==> src/hdl/gbm_pkg.sv <==
package gbm_pkg;

  // Longest pattern that the store holds.
  localparam int MAX_PATTERN = 64;

  // Pattern positions run from 0 to MAX_PATTERN inclusive.
  localparam int POS_N = MAX_PATTERN + 1;
  localparam int LEN_W = $clog2(MAX_PATTERN + 1);
  localparam int IDX_W = (MAX_PATTERN > 1) ? $clog2(MAX_PATTERN) : 1;

  // Stream field widths.
  localparam int CMD_W  = 2;
  localparam int BYTE_W = 8;
  localparam int OUT_W  = 8;

  // Command codes carried on the input side.
  localparam logic [CMD_W-1:0] CMD_CLEAR  = 2'd0;
  localparam logic [CMD_W-1:0] CMD_APPEND = 2'd1;
  localparam logic [CMD_W-1:0] CMD_TEXT   = 2'd2;
  localparam logic [CMD_W-1:0] CMD_END    = 2'd3;

  // Wildcard bytes.
  localparam logic [BYTE_W-1:0] ANY_ONE = 8'h3F;
  localparam logic [BYTE_W-1:0] ANY_RUN = 8'h2A;

  typedef logic [POS_N-1:0] pos_vec_t;

endpackage

==> src/hdl/wildcard_glob_matcher.sv <==
// Wildcard glob matcher. A pattern is loaded one byte at a time (command
// "append", after a "clear"), where '?' matches any one byte and '*' any run of
// bytes, including an empty one. Text bytes then stream in, and the "end of
// text" command yields one result transfer that says whether the whole text
// matched and whether pattern bytes were dropped because the store was full.
// No command holds the input: the set of live pattern positions is updated
// in a single pass, with a carry chain spreading positions across runs of
// stars, so one item is accepted in every cycle. Intake stops only while a
// result sits in the output register and the downstream side is not ready.
// After an end of text the same pattern is ready for the next text.
module wildcard_glob_matcher (
  input  logic                       clk,
  input  logic                       rst,
  input  logic                       s_tvalid,
  output logic                       s_tready,
  input  logic [gbm_pkg::BYTE_W-1:0] s_tdata,   // [7:0] byte_value
  input  logic [gbm_pkg::CMD_W-1:0]  s_tuser,   // [1:0] command
  output logic                       m_tvalid,
  input  logic                       m_tready,
  output logic [gbm_pkg::OUT_W-1:0]  m_tdata    // [0] matched, [1] pattern_overflow
);

  import gbm_pkg::*;

  logic [BYTE_W-1:0] pattern_store [MAX_PATTERN];
  logic [LEN_W-1:0]  pattern_length;
  logic [LEN_W-1:0]  pattern_length_next;
  pos_vec_t          active;
  pos_vec_t          active_next;
  logic              overflow_flag;
  logic              overflow_flag_next;
  logic              matched;
  logic              pattern_overflow;

  logic              accept;
  logic              store_write;
  pos_vec_t          star_mask;
  pos_vec_t          hit_mask;
  pos_vec_t          gen_bits;
  logic [POS_N:0]    chain_sum;
  logic [POS_N:0]    chain_carry;
  pos_vec_t          closed;
  pos_vec_t          advanced;

  // The input is taken whenever the result register is free or draining.
  assign s_tready = !m_tvalid || m_tready;
  assign accept   = s_tvalid && s_tready;

  // Per-position classification of the stored pattern against the text byte.
  always_comb begin
    star_mask = '0;
    hit_mask  = '0;
    for (int j = 0; j < MAX_PATTERN; j++) begin
      if (LEN_W'(j) < pattern_length) begin
        star_mask[j] = (pattern_store[j] == ANY_RUN);
        hit_mask[j]  = (pattern_store[j] != ANY_RUN) &&
                       ((pattern_store[j] == ANY_ONE) || (pattern_store[j] == s_tdata));
      end
    end
  end

  // Star closure as a carry chain: a live star generates a carry into the
  // next position, and any star passes an incoming carry along.
  assign gen_bits    = active & star_mask;
  assign chain_sum   = {1'b0, star_mask} + {1'b0, gen_bits};
  assign chain_carry = chain_sum ^ {1'b0, star_mask} ^ {1'b0, gen_bits};
  assign closed      = active | chain_carry[POS_N-1:0];

  // A star keeps its position live, a matching byte moves one position on.
  assign advanced = (closed & star_mask) | ((closed & hit_mask) << 1);

  // Next state for the command being accepted.
  always_comb begin
    pattern_length_next = pattern_length;
    overflow_flag_next  = overflow_flag;
    active_next         = active;
    store_write         = 1'b0;
    if (accept) begin
      case (s_tuser)
        CMD_CLEAR: begin
          pattern_length_next = '0;
          overflow_flag_next  = 1'b0;
          active_next         = POS_N'(1);
        end
        CMD_APPEND: begin
          if (pattern_length < LEN_W'(MAX_PATTERN)) begin
            store_write         = 1'b1;
            pattern_length_next = pattern_length + LEN_W'(1);
          end else begin
            overflow_flag_next = 1'b1;
          end
          active_next = POS_N'(1);
        end
        CMD_TEXT: begin
          active_next = advanced;
        end
        CMD_END: begin
          active_next = POS_N'(1);
        end
        default: begin
          active_next = active;
        end
      endcase
    end
  end

  // Result of an end of text.
  assign matched          = closed[pattern_length] && !overflow_flag;
  assign pattern_overflow = overflow_flag;

  // Pattern store: written at the current length, no reset needed.
  always_ff @(posedge clk) begin
    if (store_write) begin
      pattern_store[pattern_length[IDX_W-1:0]] <= s_tdata;
    end
  end

  // Matcher state.
  always_ff @(posedge clk) begin
    if (rst) begin
      pattern_length <= '0;
      overflow_flag  <= 1'b0;
      active         <= POS_N'(1);
    end else begin
      pattern_length <= pattern_length_next;
      overflow_flag  <= overflow_flag_next;
      active         <= active_next;
    end
  end

  // Result register.
  always_ff @(posedge clk) begin
    if (rst) begin
      m_tvalid <= 1'b0;
    end else if (accept && (s_tuser == CMD_END)) begin
      m_tvalid <= 1'b1;
    end else if (m_tready) begin
      m_tvalid <= 1'b0;
    end
  end

  always_ff @(posedge clk) begin
    if (accept && (s_tuser == CMD_END)) begin
      m_tdata <= {(OUT_W-2)'(0), pattern_overflow, matched};
    end
  end

endmodule

==> config.mk <==
export PLATFORM = sky130hd
export DESIGN_NAME = wildcard_glob_matcher
export DESIGN_NICKNAME = d
export VERILOG_FILES = /design/src/hdl/gbm_pkg.sv /design/src/hdl/wildcard_glob_matcher.sv
export SDC_FILE = /design/constraint.sdc
export NUM_CORES = 1
export LEC_CHECK = 0
export ABC_AREA = 1
export BUFFER_PORTS_ARGS = -buffer_cell sky130_fd_sc_hd__buf_2
export CORE_MARGIN = 4
export CORE_UTILIZATION = 25
export DETAILED_ROUTE_END_ITERATION = 6
export HOLD_SLACK_MARGIN = 0.08
export PLACE_DENSITY = 0.41
export SYNTH_ARGS = -nofsm -noshare
export SYNTH_HDL_FRONTEND = slang
export SYNTH_SLANG_ARGS = --single-unit
==> constraint.sdc <==
create_clock -name clk -period 6.5 [get_ports clk]
set_input_delay 0.325 -clock clk [delete_from_list [all_inputs] [get_ports clk]]
set_output_delay 0.325 -clock clk [all_outputs]
set_load 0.05 [all_outputs]
# Word level (Yosys, flattened, before mapping)
# Memory sizes are Yosys's and may differ from the RTL's.
# Index checks and enable logic that the tools add are counted.
# word_totals
reg_bits,76
latch_bits,0
ram_bits,512
romBits,0
in_bits,14
output_inout_bits,10
elab_cells,624
memories,1
# classes
n_addsub,2
n_mul,0
div,0
magnitude_cmp,66
eq_ne,261
shifts,0
muxes,142
bitwise_logic,7
reduce_logical,140
# memory_table
name,words,width,rd,rd_clocked_by_memory_dff,write_ports,line_no,source
pattern_store,64,8,64,0,1,wildcard_glob_matcher.sv:25,logic [BYTE_W-1:0] pattern_store [MAX_PATTERN];
# op_table
operator,n
$eq 8x6->1 const B,128
$eq 8x8->1,64
$ne 8x6->1 const B,64
$lt 6x7->1 const A,32
$mux 1,137
$and 65x64->65,2
$or 65x65->65,2
$pmux 65 s2,1
$lt 5x7->1 const A,16
$logic_and 1x1->1,67
$add 64x65->65,1
$logic_or 1x1->1,65
$xor 65x64->65,1
$xor 65x65->65,1
$and 64x64->64,1
$lt 4x7->1 const A,8
$lt 3x7->1 const A,4
$lt 1x7->1 const A,2
$lt 2x7->1 const A,2
$pmux 7 s2,1
$lt 7x8->1 const B,1
$add 7x1->7 const B,1
$bmux 1 s7,1
$lt 7x7->1 const B,1
other kinds (10),15

# Logic depth before layout (Yosys ltp)
# Gate-level depths: netlist (run 1).
# An unclocked memory read counts as a cell.
# depth
depth_word,11
mapped_depth,29

# Worst setup path after synthesis (run 1)
# Ideal clock, no wire load.
# synth_path
kind,flip-flop to flip-flop
from,register pattern_length[1]
to,register m_tdata[0] in the netlist's numbering (data pin)
setup_time_ps,258
arrival_ps,2601
setup_slack_ps,3641
stages_incl_launch_ff,30
period_less_slack_ps,2859
path_cell_list,dfxtp_1 buf_6 inv_2 nand2_2 nor2_2 buf_6 nand2_1 nand3_1 inv_1 ha_1 inv_1 nand2_1 nand2_1 nand2_1 nand2_1 nand2_1 nand2_1 nand2_1 nand2_1 nand2_1 nor2_1 nand2_1 nand2_1 nor2_1 nand3_1 nand2_1 nand2_1 nand2_1 nand3_1 a21oi_1
# synth_between
elab_chain_len,10
# synth_rtl
item,line_no,source
"start, declared",wildcard_glob_matcher.sv:26,logic [LEN_W-1:0] pattern_length;
"start signal, assigned",wildcard_glob_matcher.sv:125,pattern_length <= pattern_length_next;
"$lt 1x7->1, or another cell as far along",wildcard_glob_matcher.sv:54,if (LEN_W'(j) < pattern_length) begin
$mux 1,wildcard_glob_matcher.sv:54,
$and 65x64->65,wildcard_glob_matcher.sv:64,assign gen_bits = active & star_mask;
$add 64x65->65,wildcard_glob_matcher.sv:65,"assign chain_sum = {1'b0, star_mask} + {1'b0, gen_bits};"
$xor 65x64->65,wildcard_glob_matcher.sv:66,"assign chain_carry = chain_sum ^ {1'b0, star_mask} ^ {1'b0, gen_bits};"
$xor 65x65->65,wildcard_glob_matcher.sv:66,
$or 65x65->65,wildcard_glob_matcher.sv:67,assign closed = active | chain_carry[POS_N-1:0];
$bmux 1 s7 *,wildcard_glob_matcher.sv:108,assign matched = closed[pattern_length] && !overflow_flag;
$mux 1 (implied by the code) *,wildcard_glob_matcher.sv:108,
$logic_and 1x1->1 *,wildcard_glob_matcher.sv:108,
net matched,wildcard_glob_matcher.sv:32,logic matched;
"end signal, assigned",wildcard_glob_matcher.sv:144,"m_tdata <= {(OUT_W-2)'(0), pattern_overflow, matched};"
"end, declared",wildcard_glob_matcher.sv:20,output logic [gbm_pkg::OUT_W-1:0] m_tdata
# The timed path passes the listed nets; every way through them passes the cells marked *. The select of a mux whose other input is x is not followed.
# A chain may end at the register's enable or synchronous reset.

# Worst setup path in the final report (run 1)
# layout_path
from,register pattern_length[2]
to,register m_tdata[0] in the netlist's numbering (data pin)
# Same word-level chain as after synthesis.

==> results of run 1 <==
[power by group through the flow]
stage          combinational [uW]  clock [uW]  sequential [uW]
2_1_floorplan                 272           0             4190
3_3_place_gp                  497           0             4190
3_5_place_dp                  500           0             4190
4_1_cts                       505        4330             4110
5_1_grt                       537        4490             4110
6_report                      491        4190             4110
[routing by layer]
layer	vias to the layer above	routed length, um	part of all wire (%)	GRT usage (%)
li1	17309	-	-	-
met1	17269	73900	47	26.3
met2	927	71200	45	30.6
met3	166	7940	5.1	2.37
met4	0	3690	2.4	5.14
met5	-	0	0	0
[worst reg2reg max path, cell delays in order (launching register included)]
cell and delay, ps:
dfxtp_1 510, inv_2 360, nand2_2 120, nor2_2 800
nand2_1 170, nand3_1 160, inv_1 120, ha_1 200
inv_1 80, nand2_1 90, nand3_1 100, nand3_1 170
nand2_1 110, nand3_1 320, nor2_1 500, nand2_1 110
nand2_1 100, inv_1 50, nand3_1 90, nand2_1 50
nand2_1 70, nand2_1 60, nand3_1 100, a21oi_1 50
[flip-flops by register name (all words and copies together) (netlist names)]
signal,count
m_tdata,2
m_tvalid,1
overflow_flag,1
pattern_store,512
active,65
pattern_length,7
[kinds of logic (layout without fill, tap and decap cells)]
kind of cell    count (synthesis)  in the layout  share of synthesized area [%]
simple gates                 3071           3071                           35.1
buf+inv                       737            806                           7.49
flops                         588            588                           43.2
compound gates                475            475                           7.80
xor+xnor                      283            283                           6.33
fa+ha+maj                       2              2                         0.0639
other cells                     1              6                        0.00958
[cells in the mapped netlist (8+ instances only)]
library cell     n  area (um2)
or2_2           83         519
a41oi_1          8        70.1
o32ai_1         21         184
edfxtp_1       514       15400
nor3_2          12         120
inv_2           20        75.1
a21oi_1        200        1000
o21ai_0         92         460
dfxtp_1         74        1480
nand4_1        227        1420
nand2_1       1403        5270
buf_6           13         146
nand2_2         23         144
o2111ai_1       24         210
buf_1           31         116
buf_4           11        82.6
nor4_1          43         269
inv_1          583        2190
xnor2_1        230        2010
nor3_1          81         405
o22ai_1         12        75.1
nor2_4          10         113
clkbuf_1        67         251
nand3b_1        23         173
o41ai_1         25         219
nor2_1         625        2350
o211ai_1         8        60.1
nand3_1        462        2310
nor2_2          38         238
o21bai_1        10        75.1
xor2_1          53         464
o21ai_2         18         158
[what timing repair did]
| action | in CTS | in global routing |
|---|---|---|
| endpoints found under the hold margin | 75 | 0 |
| endpoints found under the setup margin | 0 | 0 |
| hold buffers | 8 | 0 |
| resized for setup | 0 | 0 |
[how the worst max path moves through the flow]
stage,end,depth (start not counted)
2_1_floorplan,m_tdata[0],29
4_1_cts,m_tdata[0],27
5_1_grt,m_tdata[0],27
3_5_place_dp,m_tdata[0],27
6_report,m_tdata[0],23
3_3_place_gp,m_tdata[0],27
[area by class of cell]
cell class,count,share of cell area (%)
clock buffer,101,4.79
clock inverter,29,0.684
inverter,611,5.23
multi-input combinational,3837,43.8
sequential,588,38.4
tap,2044,5.80
timing repair buffer,65,1.33
[layout by cell type, fill, tap and decap left out, types with 21 or more instances in the layout]
cell,n
nand2_1,1400
nor2_1,625
inv_1,579
edfxtp_1,514
nand3_1,462
xnor2_1,230
nand4_1,227
a21oi_1,200
o21ai_0,92
or2_2,83
clkbuf_16,80
nor3_1,78
dfxtp_1,74
xor2_1,53
nor4_1,43
nor2_2,38
buf_4,35
nand2_2,26
inv_2,25
o41ai_1,25
o2111ai_1,24
nand3b_1,23
o32ai_1,21
[metrics by stage]
stage | cells | cell area, um2 | util [%] | setup WS [ps] | total power [uW]
after floorplan | 5162 | 39200 | - | 3640 | 4460
after global placement | 7137 | 41600 | 26.9 | 2020 | 4690
after detailed placement | 7137 | 41600 | 26.9 | 1940 | 4690
after CTS | 7275 | 44100 | 28.5 | 1920 | 8940
after global routing | 7275 | 44100 | 28.5 | 1520 | 9130
final | 7275 | 44100 | 28.5 | 1770 | 8790
==> results.yml, run 1 <==
placement:
  hpwl_mm: 115
  port-buffer-count: 17
  place.gp.congestion: 0.984
layout:
  drive_gt1_share_pct: 7.95
  antenna_cells: 0
  multi_input_area_um2: 19300
  n_fill_cell: 16644
  regArea_um2: 16900
  layout.nets: 5195
  syn_to_final_growth_pct: 12.7
timing:
  worstMarginPinSlew_ps: 1320
  finalClockSkew_ps: 54.7
  setup_viol_count_final: 0
  fin_crit_sh_pct: 72.8
  finalHoldViolCount: 0
  clock.fmax_mhz: 211
  rsz0062_at_grt: "false"
  finalCriticalPeriod_ps: 4730
  whs_ps: 153
  tns_ps: 0
  finalMaxSlewViolations: 0
  max_slew_margin_pct: 11.8
cts:
  cts_buffer_depth: 3
  path_clk_slew_ps: 60
  cts.sinks: 588
  cts_setup_buffers: 0
  clock_latency_ps: 710
  root_buffer: "clkbuf_16"
  htreeDepth: 3
  cts_tree: "built"
  cts_inserted_buffers: 76
worst_setup_path:
  r2r_start: "pattern_length[2]"
  worstPathCellList: "inv_2 > nand2_2 > nor2_2 > nand2_1 > nand3_1 > inv_1 > ha_1 > inv_1 > nand2_1 > nand3_1 > nand3_1 > nand2_1 > nand3_1 > nor2_1 > nand2_1 > nand2_1 > inv_1 > nand3_1 > nand2_1 > nand2_1 > nand2_1 > nand3_1 > a21oi_1"
  cp_slowest_cell: "nor2_2"
  required_ps: 6950
  crit_family: "simple AND/OR/NAND/NOR gates"
  cpPeakStageDelay_ps: 800
  cp-end-kind: "flip-flop"
  rr_endpoint: "m_tdata[0]"
  path_common_cell: "nand2_1"
  ff2ff_path_depth: 23
  crit_type: "flip-flop to flip-flop"
  arrival_ps: 5180
  crit_path_start_kind: "flip-flop"
  path_max_fanout: 11
  reg2reg_slack_ps: 1770
  crit_buf_inv: 4
  crit_path_start: "pattern_length[2]"
route:
  post-route-drc-count: 0
  routed_wl_mm: 157
  routedWlPerCell_um: 21.6
  postRouteAntennaNets: 0
  vias_per_cell: 4.90
  vias: 35671
  first_pass_iters: 6
  drt-initial-drc-count: 3029
synth:
  synth.distinct_cells: 72
  synthArstFlopShare_pct: 0
  yosysSeqAreaShare_pct: 43.2
  ys_ff_latch: 588
  syn_inst: 5157
  synth_edf_count: 514
  synth_ff_type: "edfxtp_1"
  synth_area_um2: 39100
  avgSynthCellArea_um2: 7.59
  synth_warnings: 0
power:
  vdd_ir_drop_max_mv: 0.165
  power_frac_seq_pct: 46.8
  leakage_uw: 0.0163
  p_clk_share_pct: 47.6
  p_int_uw: 6710
  switching_power_uw: 2080
  powerDensity_nw_per_um2: 199
  p_sw_share_pct: 23.6
  combPwrFrac_pct: 5.6
min_path:
  worstHoldEndpoint: "pattern_store[46][2]"
  min_path_type: "input port to flip-flop"
  hp-start: "s_tdata[2]"
  whs_path_depth: 1
global_routing:
  grt_pass1_wl_mm: 230
  overflow: 0
  grtUsageTotal_pct: 18.8
  antenna_found_initial: 4
  grt_max_degree: 69
  first_global_vias: 34183
outcome:
  status: "complete, no violations"
floorplan:
  initial_core_util_pct: 25.3
  die_x_um: 404
  dieArea_um2: 163000
  pin_count: 24
  dieHeight_um: 404
  num_rows: 144
  core_area_um2: 155000
job:
  drv_cap: 0
No activity file was read; power rests on OpenSTA's default activity.
==> run 2: changes to the inputs <==
--- a/config.mk
+++ b/config.mk
@@ -5,7 +5,7 @@
 export SDC_FILE = /design/constraint.sdc
 export NUM_CORES = 1
 export LEC_CHECK = 0
-export ABC_AREA = 1
+export ABC_AREA = 0
 export BUFFER_PORTS_ARGS = -buffer_cell sky130_fd_sc_hd__buf_2
 export CORE_MARGIN = 4
 export CORE_UTILIZATION = 25
==> constraint.sdc (replaced) <==
create_clock -name clk -period 4.7 [get_ports clk]
set_input_delay 0.235 -clock clk [delete_from_list [all_inputs] [get_ports clk]]
set_output_delay 0.235 -clock clk [all_outputs]
set_load 0.05 [all_outputs]
==> results.yml, run 2 <==
outcome:
  status: "finished, violations left"
  violations: "negative setup slack"
timing:
  fin_crit_sh_pct: 100
  setup_ws_ps: -12.8
  setup_viol_count_final: 2
  finalCriticalPeriod_ps: 4710
  finalMaxSlewViolations: 0
  rsz0062_at_grt: "true"
  clock.fmax_mhz: 212
  finalClockSkew_ps: 36.8
  max_slew_margin_pct: 20.6
  worstMarginPinSlew_ps: 1190
  finalHoldViolCount: 0
  tns_ps: -17.2
  whs_ps: 103
synth:
  synthArstFlopShare_pct: 0
  yosysTopAreaCell: "edfxtp_1"
  synth_ff_type: "edfxtp_1"
  synthAdderAreaFrac_pct: 0.0740
  yosysSeqAreaShare_pct: 50.0
  synth_top_family_by_area: "simple AND/OR/NAND/NOR gates"
  synth_warnings: 0
  netlist_top_cells_count: "514 x edfxtp_1, 397 x xnor2_1, 392 x nor2_1"
  synth.area.mux_share_pct: 0.189
  avgSynthCellArea_um2: 10.4
  synth_area_um2: 33800
  synth_edf_count: 514
  syn_inst: 3257
  synth.distinct_cells: 99
  ys_ff_latch: 588
  synthMostInstantiatedCell: "edfxtp_1"
  synth_area_leaders: "edfxtp_1 46%, xnor2_1 10%, dfxtp_1 4.4%"
  yosys.area_share.simple_pct: 19.8
  synth_compound_area_share_pct: 13.9
  synth.top_cell.area_share_pct: 45.7
  synth-xor-area-share_pct: 13.4
floorplan:
  num_rows: 134
  core_area_um2: 134000
  initial_core_util_pct: 25.2
  dieHeight_um: 376
  dieArea_um2: 141000
  pin_count: 24
  die_x_um: 376
min_path:
  worstHoldEndpoint: "pattern_store[57][5]"
  min_path_type: "input port to flip-flop"
  hp-start: "s_tdata[5]"
  whs_path_depth: 1
layout:
  antenna_cells: 0
  final_cells: 5460
  final_common_cell: "edfxtp_1"
  syn_to_final_growth_pct: 23.2
  layout.nets: 3649
  utilization_pct: 31.1
  layout_common_cells: "514 x edfxtp_1, 401 x buf_4, 397 x xnor2_1"
  drive_gt1_share_pct: 18.6
  n_fill_cell: 13760
  largest_reg_flops: 512
worst_setup_path:
  ff2ff_path_depth: 19
  r2r_start: "pattern_length[6]"
  crit_path_start_kind: "flip-flop"
  worstPathCellList: "or4_4 > o21ai_2 > nor3_1 > ha_2 > nor2_4 > a211o_4 > a2111oi_4 > or4_4 > a2111o_1 > buf_4 > a211o_1 > and3_1 > nor3_2 > mux2i_1 > nor3_2 > nor4_4 > buf_4 > o32ai_2 > a211oi_2"
  cp-end-kind: "flip-flop"
  arrival_ps: 5120
  required_ps: 5110
  cp_slowest_cell: "or4_4"
  crit_type: "flip-flop to flip-flop"
  reg2reg_slack_ps: -10
  path_max_fanout: 4
  rr_endpoint: "m_tdata[0]"
  cpPeakStageDelay_ps: 550
global_routing:
  grtUsageTotal_pct: 16.8
  grt_pass1_wl_mm: 182
  grt_max_degree: 59
  overflow: 0
  first_global_vias: 27648
  antenna_found_initial: 2
power:
  powerDensity_nw_per_um2: 284
  finalPower_uw: 11800
  vdd_ir_drop_max_mv: 0.231
  leakage_uw: 0.0130
placement:
  placed_cells: 5310
  hpwl_mm: 89.1
  port-buffer-count: 17
  place.gp.congestion: 0.920
cts:
  cts_buffer_depth: 3
  htreeDepth: 3
  cts.sinks: 588
  path_clk_slew_ps: 70
  root_buffer: "clkbuf_16"
  clock_latency_ps: 660
  cts_tree: "built"
  cts_inserted_buffers: 74
route:
  vias: 27733
  post-route-drc-count: 0
  drt-initial-drc-count: 2168
  first_pass_iters: 6
  vias_per_cell: 5.08
  routedWlPerCell_um: 22.3
  routed_wl_mm: 122
  postRouteAntennaNets: 0
job:
  drv_cap: 0
==> run 2: cell types whose count changed after synthesis, sizes merged, moves of 73 or more <==
cell,previous run,this run
nand4,227,126
inv,606,49
nand2,1433,175
nand3,470,82
nor2,675,392
a21oi,211,138
xnor2,230,397
==> run 2: area by class of cell <==
class / count / area, um2 / share of cell area (%)
Timing Repair Buffer: 446 / 3570 / 8.57
Sequential cell: 588 / 16900 / 40.6
Inverter: 49 / 184 / 0.442
Tap cell: 1768 / 2210 / 5.31
Multi-Input combinational cell: 2474 / 16400 / 39.5
Clock buffer: 91 / 1920 / 4.60
Clock inverter: 44 / 399 / 0.958
==> run 2: worst max path at each step <==
stage,endpoint,from
floorplan,m_tdata[0],pattern_length[6]
global placement,m_tdata[0],pattern_store[1][7]
detailed placement,m_tdata[0],pattern_length[6]
CTS,active[58],pattern_store[1][6]
global route,active[58],pattern_store[1][7]
finish,m_tdata[0],pattern_length[6]
==> run 2: worst max-delay path, delay by kind of cell (launching register included) <==
family / cells / cell delay [ps]
simple gates: 8 / 1890
compound gates: 7 / 1610
buf+inv: 2 / 310
flops: 1 / 330
mux: 1 / 130
fa+ha+maj: 1 / 200
==> run 2: power breakdown <==
part           leakage (uW)  internal (uW)  switching (uW)
clock               0.00113           3240            2300
combinational       0.00666            208             400
sequential          0.00522           5680            2.95
total                0.0130           9120            2710
==> run 2: what timing repair did <==
action / 4_1_cts / 5_1_grt
hold endpoints to repair: 28 / 0
pin swaps: 22 / 33
setup buffers: 2 / 8
gates resized for setup: 35 / 49
endpoints found under the setup margin: 10 / 14
hold buffers: 6 / 0
==> run 2: kinds of logic (layout without fill, tap and decap cells) <==
group,after synthesis,after routing
mux,5,5
other cells,1,6
compound gates,665,665
xor+xnor,517,517
fa+ha+maj,2,2
buf+inv,200,630
simple gates,1279,1279
flops,588,588
==> run 2: layer usage <==
metal / vias to the layer above / wire length, um / GRT usage, % / share of wire (%)
li1: 13093 / - / - / -
met1: 13919 / 58400 / 23.7 / 48
met2: 592 / 55900 / 27.5 / 46
met3: 127 / 4860 / 2.05 / 4.0
met4: 2 / 2540 / 4.02 / 2.1
met5: - / 13 / 0 / 0.011
==> run 2: stage by stage <==
step                cell area (um2)  worst slack (ps)
global route                  41600              -171
floorplan                     33800               299
global placement              38800              -257
finish                        41600             -12.8
detailed placement            38800              -253
CTS                           41300             -17.2
